==> src/rtl/dkc_pkg.sv <==
// Shared constants, field widths, operation codes and the result word type
// for the k-mer counter. No dependencies.
package dkc_pkg;

  localparam int MAX_KMER_LENGTH_DEF = 8;

  localparam int KLEN_W      = 4;
  localparam int BASE_W      = 3;
  localparam int ADDR_IN_W   = 16;
  localparam int INDEX_W     = 16;
  localparam int COUNT_W     = 32;
  localparam int IN_TDATA_W  = 24;
  localparam int OUT_TDATA_W = 48;
  localparam int OUT_QDEPTH  = 3;

  localparam logic [KLEN_W-1:0]  KLEN_RESET = 4'd8;
  localparam logic [BASE_W-1:0]  N_CODE     = 3'd4;
  localparam logic [COUNT_W-1:0] COUNT_MAX  = '1;

  localparam logic KIND_BASE = 1'b0;
  localparam logic KIND_READ = 1'b1;

  typedef enum logic [1:0] {
    OP_NONE  = 2'd0,
    OP_COUNT = 2'd1,
    OP_READ  = 2'd2
  } op_t;

  typedef struct packed {
    logic               valid;
    logic [INDEX_W-1:0] index;
    logic [COUNT_W-1:0] count;
  } res_t;

endpackage

==> src/rtl/dkc_window.sv <==
// Base window and run length; forms the table index and operation of each word.
// Depends on dkc_pkg.
module dkc_window #(
  parameter int MAX_LEN = dkc_pkg::MAX_KMER_LENGTH_DEF
) (
  input  logic                          clk,
  input  logic                          rst_n,
  input  logic [dkc_pkg::KLEN_W-1:0]    klen,
  input  logic                          fire,
  input  logic                          kind,
  input  logic [dkc_pkg::BASE_W-1:0]    base,
  input  logic                          row_start,
  input  logic [dkc_pkg::ADDR_IN_W-1:0] address,
  output dkc_pkg::op_t                  op,
  output logic [2*MAX_LEN-1:0]          idx
);
  import dkc_pkg::*;

  localparam int WIN_W = 2 * MAX_LEN;
  localparam int RUN_W = $clog2(MAX_LEN + 1);

  logic [WIN_W-1:0]  window_r, window_nxt;
  logic [RUN_W-1:0]  run_r, run_nxt, run_base;
  logic [KLEN_W-1:0] k_eff;
  logic [WIN_W+1:0]  win_shift;
  logic [WIN_W-1:0]  len_mask;

  always_comb begin
    priority if (klen == '0) begin
      k_eff = KLEN_W'(1);
    end else if (klen > KLEN_W'(MAX_LEN)) begin
      k_eff = KLEN_W'(MAX_LEN);
    end else begin
      k_eff = klen;
    end
    for (int j = 0; j < WIN_W; j++) begin
      len_mask[j] = ((j >> 1) < int'(k_eff));
    end
    run_base   = row_start ? '0 : run_r;
    win_shift  = {window_r, base[1:0]};
    window_nxt = window_r;
    run_nxt    = run_r;
    op         = OP_NONE;
    idx        = '0;
    if (kind == KIND_READ) begin
      op  = OP_READ;
      idx = WIN_W'(address);
    end else if (base >= N_CODE) begin
      run_nxt = '0;
    end else begin
      window_nxt = win_shift[WIN_W-1:0];
      run_nxt    = (run_base == RUN_W'(MAX_LEN)) ? run_base : run_base + RUN_W'(1);
      idx        = window_nxt & len_mask;
      op         = (KLEN_W'(run_nxt) >= k_eff) ? OP_COUNT : OP_NONE;
    end
  end

  always_ff @(posedge clk) begin
    if (!rst_n) begin
      window_r <= '0;
      run_r    <= '0;
    end else if (fire) begin
      window_r <= window_nxt;
      run_r    <= run_nxt;
    end
  end

endmodule

==> config.mk <==
export PLATFORM = sky130hd
export DESIGN_NAME = dkc_window
export DESIGN_NICKNAME = d
export VERILOG_FILES = /design/src/rtl/dkc_pkg.sv /design/src/rtl/dkc_window.sv
export SDC_FILE = /design/constraint.sdc
export NUM_CORES = 1
export LEC_CHECK = 0
export ABC_CLOCK_PERIOD_IN_PS = 5000
export BUFFER_PORTS_ARGS = -buffer_cell sky130_fd_sc_hd__clkbuf_2
export CAP_MARGIN = 20
export CORE_ASPECT_RATIO = 0.8
export CORE_UTILIZATION = 52
export DETAILED_ROUTE_END_ITERATION = 12
export HOLD_SLACK_MARGIN = 0.12
export PLACE_DENSITY = 0.86
export SLEW_MARGIN = 25
export SYNTH_ARGS = -nofsm -noshare
export SYNTH_HDL_FRONTEND = slang
export SYNTH_SLANG_ARGS = --single-unit
==> constraint.sdc <==
create_clock -name clk -period 5 [get_ports clk]
set_input_delay 1 -clock clk [delete_from_list [all_inputs] [get_ports clk]]
set_output_delay 1 -clock clk [all_outputs]
set_load 0.03 [all_outputs]
==> metrics.txt <==
# TYPE chip_impl_metric gauge
chip_impl_info{name="worst_r2r_startpoint",value="run_r[1]"} 1
chip_impl_info{name="critical-path-top-delay-family",value="simple AND/OR/NAND/NOR gates"} 1
chip_impl_info{name="critPathKind",value="in -> out"} 1
chip_impl_metric{name="synthDominantCellAreaShare",unit="%"} 29.4
chip_impl_metric{name="maximum_fanout_along_the_worst_path",unit=""} 8
chip_impl_metric{name="rows",unit=""} 15
chip_impl_metric{name="cts.reportedPaths.clkPinSlew",unit="ps"} 110
chip_impl_metric{name="stdcell_count",unit=""} 230
chip_impl_metric{name="groute.usage.overall",unit="%"} 23.4
chip_impl_metric{name="worstSkewPairLatency",unit="ps"} 300
chip_impl_info{name="top_cells_by_area_synth",value="sky130_fd_sc_hd__dfxtp_1 29%, sky130_fd_sc_hd__nand2_1 16%, sky130_fd_sc_hd__a21boi_2 9.2%, sky130_fd_sc_hd__o21ai_0 6.5%, sky130_fd_sc_hd__ha_1 6.1%"} 1
chip_impl_info{name="cp-start-kind",value="input port"} 1
chip_impl_metric{name="path_buf_inv",unit=""} 3
chip_impl_metric{name="r2r_slack",unit="ps"} 3550
chip_impl_metric{name="syn_inst",unit=""} 166
chip_impl_metric{name="post_cts.repair.setup_buffers",unit=""} 0
chip_impl_metric{name="floorplan.initialDensity",unit="%"} 55.8
chip_impl_metric{name="die-height",unit="um"} 45.4
chip_impl_metric{name="cts.path.max_buffers",unit=""} 2
chip_impl_metric{name="synth.lib_cells_used.distinct",unit=""} 27
chip_impl_metric{name="port_buffers",unit=""} 45
chip_impl_metric{name="slew_headroom",unit="%"} 64.8
chip_impl_metric{name="worstPathArrival",unit="ps"} 2790
chip_impl_metric{name="cell_area_synth",unit="um^2"} 1230
chip_impl_metric{name="yosysWarnings",unit=""} 0
chip_impl_metric{name="final_hold_viol_count",unit=""} 0
chip_impl_info{name="r2r_end",value="run_r[0]"} 1
chip_impl_metric{name="timing.critical_path.slowest_cell_delay",unit="ps"} 390
chip_impl_metric{name="layout_worst_path_cycle_share",unit="%"} 75.9
chip_impl_metric{name="grt_start_max_net_pins",unit=""} 30
chip_impl_metric{name="power.static_leakage",unit="nW"} 0.623
chip_impl_info{name="outcome",value="completed"} 1
chip_impl_metric{name="min_path_cells",unit=""} 2
chip_impl_metric{name="post-route-worst-setup-slack",unit="ps"} 1210
chip_impl_metric{name="slew_violations",unit=""} 0
chip_impl_metric{name="dr_total_vias",unit=""} 1268
chip_impl_metric{name="antenna_violating_nets_post_route",unit=""} 0
chip_impl_info{name="clock_tree.root_cell",value="sky130_fd_sc_hd__clkbuf_4"} 1
chip_impl_info{name="whs_endpoint",value="window_r[13]"} 1
chip_impl_metric{name="ioPinCount",unit=""} 46
chip_impl_metric{name="n_diodes",unit=""} 0
chip_impl_metric{name="net_count_after_synthesis",unit=""} 200
chip_impl_metric{name="layout.cell_area.non_filler",unit="um^2"} 1450
chip_impl_metric{name="place.detailed.hpwl",unit="um"} 2190
chip_impl_info{name="mostFrequentLayoutCell",value="sky130_fd_sc_hd__nand2_1"} 1
chip_impl_metric{name="fin_nets",unit=""} 240
chip_impl_metric{name="post_cts.resized_instances",unit=""} 0
chip_impl_metric{name="wirelength",unit="um"} 2840
chip_impl_metric{name="chipWidth",unit="um"} 56.3
chip_impl_metric{name="numClockSinks",unit=""} 18
chip_impl_info{name="mostFrequentLayoutCells",value="51 x sky130_fd_sc_hd__nand2_1, 45 x sky130_fd_sc_hd__clkbuf_2, 18 x sky130_fd_sc_hd__dfxtp_1"} 1
chip_impl_metric{name="core_area",unit="um^2"} 2200
chip_impl_metric{name="layout-drive-gt1-share",unit="%"} 30.2
chip_impl_info{name="rsz_0062_raised_after_global_routing",value="no"} 1
chip_impl_metric{name="drtIter0Drc",unit=""} 34
chip_impl_metric{name="overflow_after_grt",unit=""} 0
chip_impl_metric{name="ir_drop",unit="mV"} 0.160
chip_impl_metric{name="cts_hold_buf",unit=""} 0
chip_impl_metric{name="cts_htree_levels",unit=""} 1
chip_impl_metric{name="power_density",unit="nW/um^2"} 213
chip_impl_metric{name="fin_setup_tns",unit="ps"} 0
chip_impl_metric{name="cts-buffers-inserted",unit=""} 3
chip_impl_info{name="cts_tree",value="built"} 1
chip_impl_info{name="hold_start",value="window_r[11]"} 1
chip_impl_metric{name="cp_data_required_time",unit="ps"} 4000
chip_impl_metric{name="router_iterations_before_antenna_repair",unit=""} 5
chip_impl_metric{name="final.hold.worst_slack",unit="ps"} 483
chip_impl_metric{name="timing.final.setup_violations",unit=""} 0
chip_impl_metric{name="routed_via_density",unit=""} 5.51
chip_impl_info{name="holdCritPathClass",value="reg -> reg"} 1
chip_impl_metric{name="placement_stage_cell_area",unit="um^2"} 1410
chip_impl_metric{name="post-route-drc-count",unit=""} 0
chip_impl_metric{name="preCtsSetupSlack",unit="ps"} 1210
chip_impl_metric{name="fin_skew",unit="ps"} 7.19
chip_impl_metric{name="layout.core_utilization",unit="%"} 66.0
chip_impl_metric{name="max-cap-violations",unit=""} 0
chip_impl_metric{name="route.detailed.wl_per_inst",unit="um"} 12.3
chip_impl_metric{name="grt_pass1_vias",unit=""} 1025
chip_impl_info{name="synth_top_area_cell",value="sky130_fd_sc_hd__dfxtp_1"} 1
chip_impl_metric{name="grt_first_pass_wirelength",unit="um"} 4600
chip_impl_metric{name="ys_seq_elements",unit=""} 18
chip_impl_info{name="cell_with_the_largest_stage_delay_on_the_worst_path",value="sky130_fd_sc_hd__or4_1"} 1
chip_impl_metric{name="synth_seq_area_share",unit="%"} 29.4
chip_impl_metric{name="antenna_found_initial",unit=""} 0
chip_impl_metric{name="totalPowerFinal",unit="mW"} 0.309
chip_impl_metric{name="slew_at_the_pin_closest_to_its_max_slew_limit",unit="ps"} 528
chip_impl_info{name="cp-end-kind",value="output port"} 1
chip_impl_metric{name="area.growth.synth_to_final",unit="%"} 18.2
chip_impl_metric{name="place_congestion",unit=""} 0.784
chip_impl_info{name="critical_path.cell_chain",value="clkbuf_2, nand2b_1, ha_1, nand2_1, or4_1, nand2_1, ha_1, inv_1, a21boi_0, o21ai_0, a21oi_1, clkbuf_2"} 1
chip_impl_metric{name="final.min_clock_period",unit="ps"} 3790
chip_impl_metric{name="syn-mean-instance-area",unit="um^2"} 7.39
chip_impl_metric{name="fp.dieArea",unit="um^2"} 2560
chip_impl_metric{name="dp.cells",unit=""} 226
chip_impl_metric{name="reg2regPathDepth",unit=""} 7
chip_impl_metric{name="maximum_clock_frequency",unit="MHz"} 264
-- state kept, by name, summed over array words and instances, names as in the netlist --
signal and flops:
window_r 14, run_r 4
-- tightest hold or removal path, delay by kind of cell, from the launching register on --
family	cells	cell delay (ps)
simple gates	1	70
flops	1	340
compound gates	1	50
-- logic make-up (layout without fill, tap and decap cells) --
| group | after synthesis | after routing | synth area share, % |
|---|---|---|---|
| XOR/XNOR | 1 | 1 | 0.714 |
| AO/OA/AOI/OAI | 47 | 47 | 28.5 |
| flip-flops | 18 | 18 | 29.4 |
| AND/OR/NAND/NOR | 80 | 80 | 28.4 |
| adder cells (fa/ha/maj) | 6 | 6 | 6.12 |
| buffers and inverters | 14 | 53 | 6.94 |
-- area by class of cell --
| cell class | instances | area, um^2 |
|---|---|---|
| Multi-Input combinational cell | 134 | 781 |
| Fill cell | 201 | 747 |
| Sequential cell | 18 | 360 |
| Timing Repair Buffer | 45 | 225 |
| Clock buffer | 4 | 36.3 |
| Tap cell | 25 | 31.3 |
| Inverter | 4 | 15.0 |
-- how the worst max path moves through the flow --
stage / startpoint / to / slack, ps / cells past startpoint
after floorplan: row_start / op[0] / 1390 / 10
after global placement: row_start / op[0] / 1310 / 12
after detailed placement: row_start / op[0] / 1210 / 12
after CTS: row_start / op[0] / 1210 / 12
after global routing: row_start / op[0] / 1020 / 12
final: row_start / op[0] / 1210 / 12
-- synth_stat cells --
master and number:
sky130_fd_sc_hd__dfxtp_1 18, sky130_fd_sc_hd__buf_6 2, sky130_fd_sc_hd__nor2_4 1, sky130_fd_sc_hd__and2_4 1
sky130_fd_sc_hd__inv_1 4, sky130_fd_sc_hd__nor2b_1 2, sky130_fd_sc_hd__buf_2 2, sky130_fd_sc_hd__a21oi_1 4
sky130_fd_sc_hd__a21boi_2 10, sky130_fd_sc_hd__a31oi_1 1, sky130_fd_sc_hd__a21boi_0 7, sky130_fd_sc_hd__buf_4 1
sky130_fd_sc_hd__buf_8 1, sky130_fd_sc_hd__or4_1 1, sky130_fd_sc_hd__nand2_1 51, sky130_fd_sc_hd__xor2_1 1
sky130_fd_sc_hd__ha_1 6, sky130_fd_sc_hd__nand2b_1 4, sky130_fd_sc_hd__clkbuf_1 4, sky130_fd_sc_hd__o211ai_1 1
sky130_fd_sc_hd__o21ai_0 16, sky130_fd_sc_hd__a22o_1 8, sky130_fd_sc_hd__nor2_1 10, sky130_fd_sc_hd__nand2_2 1
sky130_fd_sc_hd__nand3_1 3, sky130_fd_sc_hd__nor3_1 5, sky130_fd_sc_hd__nor3b_1 1
-- routing by layer --
layer	global-route usage, %	part of all wire, %	up-vias	wire length [um]
met3	6.53	7.3	4	208
met4	2.93	0.63	0	18
li1	-	-	641	-
met5	0	0	-	0
met1	30.4	46	572	1310
met2	40.7	46	51	1300
-- power breakdown --
group / leakage (nW) / switching (mW) / internal [mW]
Combinational: 0.457 / 0.0447 / 0.0254
Sequential: 0.145 / 0.00105 / 0.144
Clock: 0.0210 / 0.0489 / 0.0444
No activity file was read; power rests on OpenSTA's default activity.
