## config.mk

```make
export PLATFORM = sky130hd
export DESIGN_NAME = dkc_out_queue
export DESIGN_NICKNAME = d
export VERILOG_FILES = /design/src/rtl/dkc_pkg.sv /design/src/rtl/dkc_out_queue.sv
export SDC_FILE = /design/constraint.sdc
export NUM_CORES = 1
export LEC_CHECK = 0
export ABC_CLOCK_PERIOD_IN_PS = 8750
export BUFFER_PORTS_ARGS = -buffer_cell sky130_fd_sc_hd__buf_2
export CORE_ASPECT_RATIO = 1.25
export CORE_UTILIZATION = 59
export DETAILED_ROUTE_END_ITERATION = 8
export MAX_ROUTING_LAYER = met4
export PLACE_DENSITY = 0.84
export SLEW_MARGIN = 15
export SYNTH_ARGS = -nofsm -noshare
export SYNTH_HDL_FRONTEND = slang
export SYNTH_SLANG_ARGS = --single-unit
export TNS_END_PERCENT = 50
```

## constraint.sdc

```tcl
create_clock -name clk -period 8.75 [get_ports clk]
set_input_delay 1.3125 -clock clk [delete_from_list [all_inputs] [get_ports clk]]
set_output_delay 1.3125 -clock clk [all_outputs]
set_load 0.05 [all_outputs]
```

## src/rtl/dkc_pkg.sv

```systemverilog
// Shared constants, field widths, operation codes and the result word type
// for the k-mer counter. No dependencies.
package dkc_pkg;

  localparam int MAX_KMER_LENGTH_DEF = 8;

  localparam int KLEN_W      = 4;
  localparam int BASE_W      = 3;
  localparam int ADDR_IN_W   = 16;
  localparam int INDEX_W     = 16;
  localparam int COUNT_W     = 32;
  localparam int IN_TDATA_W  = 24;
  localparam int OUT_TDATA_W = 48;
  localparam int OUT_QDEPTH  = 3;

  localparam logic [KLEN_W-1:0]  KLEN_RESET = 4'd8;
  localparam logic [BASE_W-1:0]  N_CODE     = 3'd4;
  localparam logic [COUNT_W-1:0] COUNT_MAX  = '1;

  localparam logic KIND_BASE = 1'b0;
  localparam logic KIND_READ = 1'b1;

  typedef enum logic [1:0] {
    OP_NONE  = 2'd0,
    OP_COUNT = 2'd1,
    OP_READ  = 2'd2
  } op_t;

  typedef struct packed {
    logic               valid;
    logic [INDEX_W-1:0] index;
    logic [COUNT_W-1:0] count;
  } res_t;

endpackage

```

## src/rtl/dkc_out_queue.sv

```systemverilog
// Small result queue that decouples the table pipeline from the output stall.
// Depends on dkc_pkg.
module dkc_out_queue (
  input  logic                                   clk,
  input  logic                                   rst_n,
  input  logic                                   push,
  input  dkc_pkg::res_t                          push_res,
  output logic                                   out_valid,
  input  logic                                   out_ready,
  output dkc_pkg::res_t                          out_res,
  output logic [$clog2(dkc_pkg::OUT_QDEPTH+1)-1:0] count
);
  import dkc_pkg::*;

  localparam int CNT_W = $clog2(OUT_QDEPTH + 1);
  localparam int PTR_W = $clog2(OUT_QDEPTH);

  res_t             entry_r [OUT_QDEPTH];
  logic [PTR_W-1:0] head_r, tail_r;
  logic [CNT_W-1:0] cnt_r;
  logic             pop;

  assign pop       = out_valid && out_ready;
  assign out_valid = cnt_r != '0;
  assign out_res   = entry_r[head_r];
  assign count     = cnt_r;

  always_ff @(posedge clk) begin
    if (!rst_n) begin
      head_r <= '0;
      tail_r <= '0;
      cnt_r  <= '0;
    end else begin
      if (push) begin
        tail_r <= (tail_r == PTR_W'(OUT_QDEPTH - 1)) ? '0 : tail_r + PTR_W'(1);
      end
      if (pop) begin
        head_r <= (head_r == PTR_W'(OUT_QDEPTH - 1)) ? '0 : head_r + PTR_W'(1);
      end
      if (push && !pop) begin
        cnt_r <= cnt_r + CNT_W'(1);
      end else if (pop && !push) begin
        cnt_r <= cnt_r - CNT_W'(1);
      end
    end
  end

  always_ff @(posedge clk) begin
    if (push) begin
      entry_r[tail_r] <= push_res;
    end
  end

  a_no_overflow: assert property (@(posedge clk) disable iff (!rst_n)
    push && !pop |-> cnt_r != CNT_W'(OUT_QDEPTH))
    else $error("result queue overflow");

  a_fill_grows: assert property (@(posedge clk) disable iff (!rst_n)
    push && !pop |=> cnt_r == $past(cnt_r) + CNT_W'(1))
    else $error("result queue count lost a word");

  a_pointers_agree: assert property (@(posedge clk) disable iff (!rst_n)
    cnt_r == '0 || cnt_r == CNT_W'(OUT_QDEPTH) |-> head_r == tail_r)
    else $error("result queue pointers out of step");

endmodule

```

==> results.txt, run 1 <==
Cts bufs inserted -> 17
Critical path endpoint category -> primary output
Compound-gate portion of the synthesized area -> 5.160%
Reg-to-reg endpoint -> entry_r[1][9]
Status -> finished, final reports clean
RSZ-0062 raised after global routing -> no
HP Class -> reg2reg
Met3 Usage GRT -> 5.285%
GPL Wtd Cong -> 0.6852
CTS tree -> done
Final setup viols -> 0
Post-synthesis adder-cell area fraction -> 0.2177%
Mapped Area -> 5747 um2
Antenna Violating Nets Remaining -> 0
ANT cells -> 0
Met1 usage -> 26.02%
Cells on Worst Hold Path -> 2
CTS sink cnt -> 155
Main combinational cell family by area after synthesis -> multiplexers
Hold_buf cts -> 0
Synth Area in Simple Gates -> 4.550%
Starting DRC count in detailed routing -> 283
Placed inst area -> 6379 um2
Area share of the largest cell type after synthesis -> 76.81%
M2 GR Usage -> 36.44%
WP data required -> 7.44 ns
Die Y-Extent -> 112.3 um
RR Startpoint -> tail_r[0]
Max-cap viol count -> 0
Slew of the pin with the lowest slew margin -> 0.9348 ns
Pwr dens -> 317.4 nW/um2
Largest net degree at the start of global routing -> 99
Post-synth cell types -> 24
GRT Total Usage -> 21.87%
FF-to-FF path depth -> 2
Avg Vias per Cell -> 5.332
CTS max path bufs -> 2
Post-synthesis sequential area ratio -> 79.60%
Total power draw -> 2.232 mW
Syn nets -> 396
Ratio of cells with drive above 1 in the final layout -> 30.54%
P_leak -> 2.457 nW
DP HPWL -> 5759 um
Xor and xnor fraction of the mapped netlist area -> 0.3048%
CTS root buf -> clkbuf_16
Worst setup SP type -> flip-flop
Grt total ovfl -> 0
Vias in the first global route -> 3,141
Sw Pwr -> 0.7025 mW
Core area -> 9320 um2
Internal Power -> 1.530 mW
Slew margin rel. -> 37.68%
Max Slew Vio Count -> 0
Synth Warn # -> 0
Hold path start -> head_r[1]
GR peak layer -> met2
Mapped Avg Cell Area -> 16.80 um2
Total routed wirelength -> 10,210 um
Final WS setup -> 5.354 ns
Initial core utilization -> 61.66%
CTS resizes -> 0
Mux contribution to synthesized area -> 8.535%
Detailed-route via count -> 3,135
Clock Pin Slew Worst Setup and Hold Paths -> 0.06 ns
Global-route wire length before repair -> 15,860 um
Postcts setup bufs -> 0
Synth area leader -> edfxtp_1
Worst slack, placed -> 5.819 ns
CP max FO -> 49
Core Rows -> 39
Antenna violations before repair -> 0
Reg power frac -> 41.3%
Final Skew -> 0.008900 ns
Synth top area cells -> edfxtp_1 77%, mux2i_1 8.5%, o21ai_1 4.3%
F_max -> 294.4 MHz
Peak supply drop -> 298.8 uV
Clock latency on the worst-skew pair -> 0.41 ns
Port Buffers -> 104
Die width -> 90.28 um
H-tree levels -> 4
Die area -> 10,140 um2
Setup TNS -> 0 ns
Final hold violation count -> 0
Fillers -> 559
Fin util -> 75.46%
Worst reg2reg setup slack -> 6.88 ns
DR WL/cell -> 17.36 um
Crit path arrival time -> 2.08 ns
Layout area overhead -> 22.38%
IO Pins -> 105
Comb pwr share -> 22.8%
Nets@finish -> 506
Sw Share -> 31.47%
Finished Cell Area -> 7033 um2
First-pass DRT Iterations -> 4
Period utilization -> 38.82%
Crit path time final -> 3.396 ns
Clock network fraction of total power -> 35.8%
Post-Synthesis Cells -> 342
Seq cells post-synth -> 155
Critical path class -> reg2out
Residual DRC -> 0
## power by group through the flow
stage	clock network (mW)	registers, mW	logic, mW
after floorplan	0	0.901	0.433
after global placement	0	0.935	0.501
after detailed placement	0	0.939	0.507
after CTS	0.809	0.924	0.513
after global routing	0.844	0.930	0.534
final	0.800	0.923	0.510
## layer usage
layer,vias to the layer above,wire length [um]
li1,1506,-
met1,1494,4284
met2,129,5229
met3,6,584
met4,0,106
met5,-,0
## through the flow
step / instances / hold WS [ns]
finish: 588 / 0.4832
global placement: 556 / 0.4484
global route: 588 / 0.5090
CTS: 588 / 0.4807
detailed placement: 556 / 0.4749
floorplan: 342 / 0.4510
## cell usage after synthesis
cell / instances
edfxtp_1: 147
nand2_1: 52
mux2i_1: 49
o21ai_1: 49
dfxtp_1: 8
clkbuf_1: 7
buf_2: 6
a21boi_1: 3
buf_4: 2
buf_6: 2
nor2b_1: 2
o21a_1: 2
or3_1: 2
and2_1: 1
and3b_1: 1
ha_1: 1
nor2_1: 1
nor3b_1: 1
o21ai_0: 1
o21ai_2: 1
or2_1: 1
or3b_1: 1
xnor2_1: 1
xor2_1: 1
## layout by cell type, fill, tap and decap left out, drive strengths merged
master	Yosys	layout
edfxtp	147	147
buf	10	108
nand2	52	52
o21ai	51	51
mux2i	49	49
clkbuf	7	20
dfxtp	8	8
bufinv	0	6
a21boi	3	3
clkinv	0	3
nor2b	2	2
o21a	2	2
or3	2	2
clkinvlp	0	2
or2	1	1
nor3b	1	1
nor2	1	1
and3b	1	1
xnor2	1	1
and2	1	1
or3b	1	1
xor2	1	1
ha	1	1
inv	0	1
## critical path, stage by stage (launching register included)
cell	delay (ns)
dfxtp_4	0.91
mux2i_1	0.18
o21ai_1	0.23
buf_2	0.31
## flip-flops by register name (all words and copies together) (netlist names), named ones only
signal	flops
count	2
head_r	2
entry_r	147
tail_r	2
## worst max-delay path by stage
stage | from | end | slack (ns) | depth (start not counted)
after detailed placement | flip-flop | out_res[45] | 5.82 | 3
after floorplan | push | entry_r[0][0] | 3.29 | 1
after global placement | push | entry_r[1][12] | 5.82 | 3
after CTS | flip-flop | out_res[30] | 5.32 | 3
final | flip-flop | out_res[30] | 5.35 | 3
after global routing | flip-flop | out_res[30] | 5.24 | 3
## cells by family after synthesis
logic type      count (synthesis)
buf+inv                        17
flops                         155
mux                            49
xor+xnor                        2
compound gates                 56
fa+ha+maj                       1
simple gates                   62
## area by class of cell
class | count | area, um2 | area share (%)
Clock buffer | 20 | 436.7 | 6.209
Multi-Input combinational cell | 170 | 1092 | 15.53
Clock inverter | 12 | 217.7 | 3.096
Sequential cell | 155 | 4582 | 65.15
Tap cell | 123 | 153.9 | 2.188
Timing Repair Buffer | 108 | 550.5 | 7.828
No activity file was read; power rests on OpenSTA's default activity.
==> inputs of run 2 (changes only) <==
--- a/config.mk
+++ b/config.mk
@@ -5,13 +5,14 @@
 export SDC_FILE = /design/constraint.sdc
 export NUM_CORES = 1
 export LEC_CHECK = 0
-export ABC_CLOCK_PERIOD_IN_PS = 8750
+export ABC_AREA = 1
+export ABC_CLOCK_PERIOD_IN_PS = 2900
 export BUFFER_PORTS_ARGS = -buffer_cell sky130_fd_sc_hd__buf_2
 export CORE_ASPECT_RATIO = 1.25
-export CORE_UTILIZATION = 59
+export CORE_UTILIZATION = 50
 export DETAILED_ROUTE_END_ITERATION = 8
 export MAX_ROUTING_LAYER = met4
-export PLACE_DENSITY = 0.84
+export PLACE_DENSITY = 0.76
 export SLEW_MARGIN = 15
 export SYNTH_ARGS = -nofsm -noshare
 export SYNTH_HDL_FRONTEND = slang
==> constraint.sdc (replaced) <==
create_clock -name clk -period 2.9 [get_ports clk]
set_input_delay 0.435 -clock clk [delete_from_list [all_inputs] [get_ports clk]]
set_output_delay 0.435 -clock clk [all_outputs]
set_load 0.05 [all_outputs]
==> run 2 against run 1 <==
Clock skew rose by 0.0039 ns. First-iteration DRC count fell by 43%. Worst hold slack worse by 0.27 ns. Critical endpoint is now out_res[35]. Register-to-register slack got worse by 5.6 ns.
==> results.txt, run 2 <==
GPL Wtd Cong -> 0.7208 (+5.2%)
Placed cells -> 642 (+15%)
Core area -> 11,240 um2 (+21%)
Global-route wire length before repair -> 18,600 um (+17%)
Synth area leader -> edfxtp_1
Die area -> 12,160 um2 (+20%)
Storage element area -> 4577 um2 (-0.11%)
Max-cap viol count -> 0 (unchanged)
Ratio of cells with drive above 1 in the final layout -> 31.35% (+0.82 points)
Commonest cells post-synth -> 147 x edfxtp_1, 91 x a21oi_1, 54 x nor2_1, 50 x nand2_1
Fillers -> 822 (+47%)
Period utilization -> 87.62%
Final Skew -> 0.01278 ns (+0.003876 ns)
Antenna Violating Nets Remaining -> 0 (unchanged)
Area share of the largest cell type after synthesis -> 75.30% (-1.5 points)
H-tree levels -> 4 (unchanged)
Crit path time final -> 2.541 ns
Postcts setup bufs -> 0 (unchanged)
CTS tree -> done
CTS sink cnt -> 155 (unchanged)
Synth Warn # -> 0 (unchanged)
Avg Vias per Cell -> 5.373 (+0.78%)
Slew of the pin with the lowest slew margin -> 0.8391 ns (-0.09570 ns)
CP peak stage delay -> 0.57 ns (-0.34 ns)
Layout Cells excl Fill -> 675 (+15%)
P_leak -> 2.709 nW (+10%)
Antenna violations before repair -> 1 (+1)
Critical path class -> reg2out
Synth Flop Type -> edfxtp_1
Nets@finish -> 580 (+15%)
Syn nets -> 470 (+19%)
Cell mode on critical path -> a21oi_1
Top reg by flops -> entry_r
Starting DRC count in detailed routing -> 160 (-43%)
Largest register FFs -> 147 (unchanged)
Post-synth cell types -> 20 (-17%)
WP buf/inv -> 2 (+1)
Pwr dens -> 893.0 nW/um2 (+180%)
Final setup viols -> 0 (unchanged)
Ys async rst share -> 0% (unchanged)
GRT Total Usage -> 21.58% (-0.28 points)
Post-Synthesis Cells -> 416 (+22%)
IO Pins -> 105 (unchanged)
CP max-delay cell -> dfxtp_2
Clock latency on the worst-skew pair -> 0.42 ns (about the same)
F_max -> 393.5 MHz
Mapped Avg Cell Area -> 14.09 um2 (-16%)
Max Slew Vio Count -> 0 (unchanged)
Commonest non-fill, non-tap cell in the layout -> edfxtp_1
Initial core utilization -> 52.13% (-9.5 points)
Mapped Area -> 5862 um2 (+2.0%)
Worst setup SP type -> flip-flop
Port Buffers -> 104 (unchanged)
CP max FO -> 32 (-35%)
Most frequent cells in the layout -> 147 x edfxtp_1, 104 x buf_2, 91 x a21oi_1
Grt total ovfl -> 0 (unchanged)
CTS root buf -> clkbuf_16
Total routed wirelength -> 11,940 um (+17%)
DR WL/cell -> 17.68 um (+1.9%)
Most instantiated library cell after synthesis -> edfxtp_1
Layout area overhead -> 21.56%
Finished Cell Area -> 7126 um2 (+1.3%)
Hold_buf cts -> 0 (unchanged)
Synth top area cells -> edfxtp_1 75%, a21oi_1 7.8%, nor2_1 3.5%
Peak supply drop -> 426.6 uV (+43%)
Critical path endpoint category -> primary output
Largest net degree at the start of global routing -> 50 (-49%)
Placed inst area -> 6495 um2 (+1.8%)
Detailed-route via count -> 3,627 (+16%)
Crit path arrival time -> 2.11 ns (+0.03 ns)
DP HPWL -> 7116 um (+24%)
Seq cells post-synth -> 155 (unchanged)
Cts bufs inserted -> 17 (unchanged)
HP Class -> in2reg
Setup TNS -> 0 ns (unchanged)
Footprint of the multi-input gates -> 1066 um2 (-2.4%)
CP delay by family, top -> buffers and inverters
Residual DRC -> 0 (unchanged)
Die width -> 98.85 um (+9.5%)
Clock Pin Slew Worst Setup and Hold Paths -> 0.06 ns (about the same)
Core Rows -> 43 (+10%)
CTS max path bufs -> 2 (unchanged)
Slew margin rel. -> 44.00% (+6.3 points)
Post-synthesis sequential area ratio -> 78.04% (-1.6 points)
Die Y-Extent -> 123.1 um (+9.5%)
Final hold violation count -> 0 (unchanged)
RSZ-0062 raised after global routing -> no
CP Cell Sequence -> buf_4, a21oi_1, a21oi_1, buf_2
WP data required -> 2.47 ns (-4.97 ns)
Vias in the first global route -> 3,835 (+22%)
Status -> finished, final reports clean
Number of enable flip-flop cells after synthesis -> 147 (unchanged)
CTS resizes -> 0 (unchanged)
First-pass DRT Iterations -> 4 (unchanged)
run 2: changes by cell type in the layout (fill, tap and decap cells not counted), sizes merged, moves of 3 or more:
cell,previous run,this run
a21oi,0,101
nand2,52,60
mux2i,49,0
nor2,1,54
nand3,0,3
inv,1,14
a21boi,3,0
buf,108,113
o21ai,51,1
run 2: area by class of cell:
type                    count  share of cell area, %
diodes                      1                0.03512
repair buffers            113                  8.780
clock inverters            11                  2.353
multi-input cells         224                  14.96
well taps                 135                  2.371
clock buffers              21                  6.462
flip-flops and latches    155                  64.23
inverters                  15                 0.8077
run 2: path summary, 6_finish.rpt:
kind | slack (ns) | endpoint | startpoint | cells past startpoint
worst max-delay path | 0.36 | out_res[35] | flip-flop | 4
worst min-delay path | 0.22 | entry_r[1][26] | push_res[26] | 1
worst max register to register | 1.30 | entry_r[0][5] | tail_r[1] | 4
worst min register to register | 0.48 | tail_r[1] | tail_r[1] | 2
run 2: logic make-up after synthesis:
group,after synthesis,share of synthesized area (%)
compound gates,104,9.605
fa+ha+maj,1,0.2134
simple gates,119,8.175
buf+inv,37,3.970
flops,155,78.04
run 2: report_power, final:
part           switching (mW)  internal (mW)  leakage [nW]  total, mW
combinational            1.11          0.318         0.990       1.43
sequential             0.0490           2.57          1.43       2.62
clock                   0.834           1.48         0.293       2.32
run 2: per-layer routing:
layer	vias up	track usage, %	wire (um)
li1	1717	-	-
met1	1771	23.85	4829
met2	124	37.46	6202
met3	15	6.557	773
met4	0	7.090	131
met5	-	-	0
run 2: through the flow:
step                      hold WS, ns  worst slack, ns  utilization (%)  power, mW
after floorplan                0.4400          0.02321                -      3.770
after global placement         0.4503           0.8787            57.76      4.062
after detailed placement       0.4728           0.8241            57.76      4.093
after CTS                      0.2047           0.3715            63.35      6.393
after global routing           0.2064           0.2540            63.37      6.580
final                          0.2164           0.3590            63.37      6.363
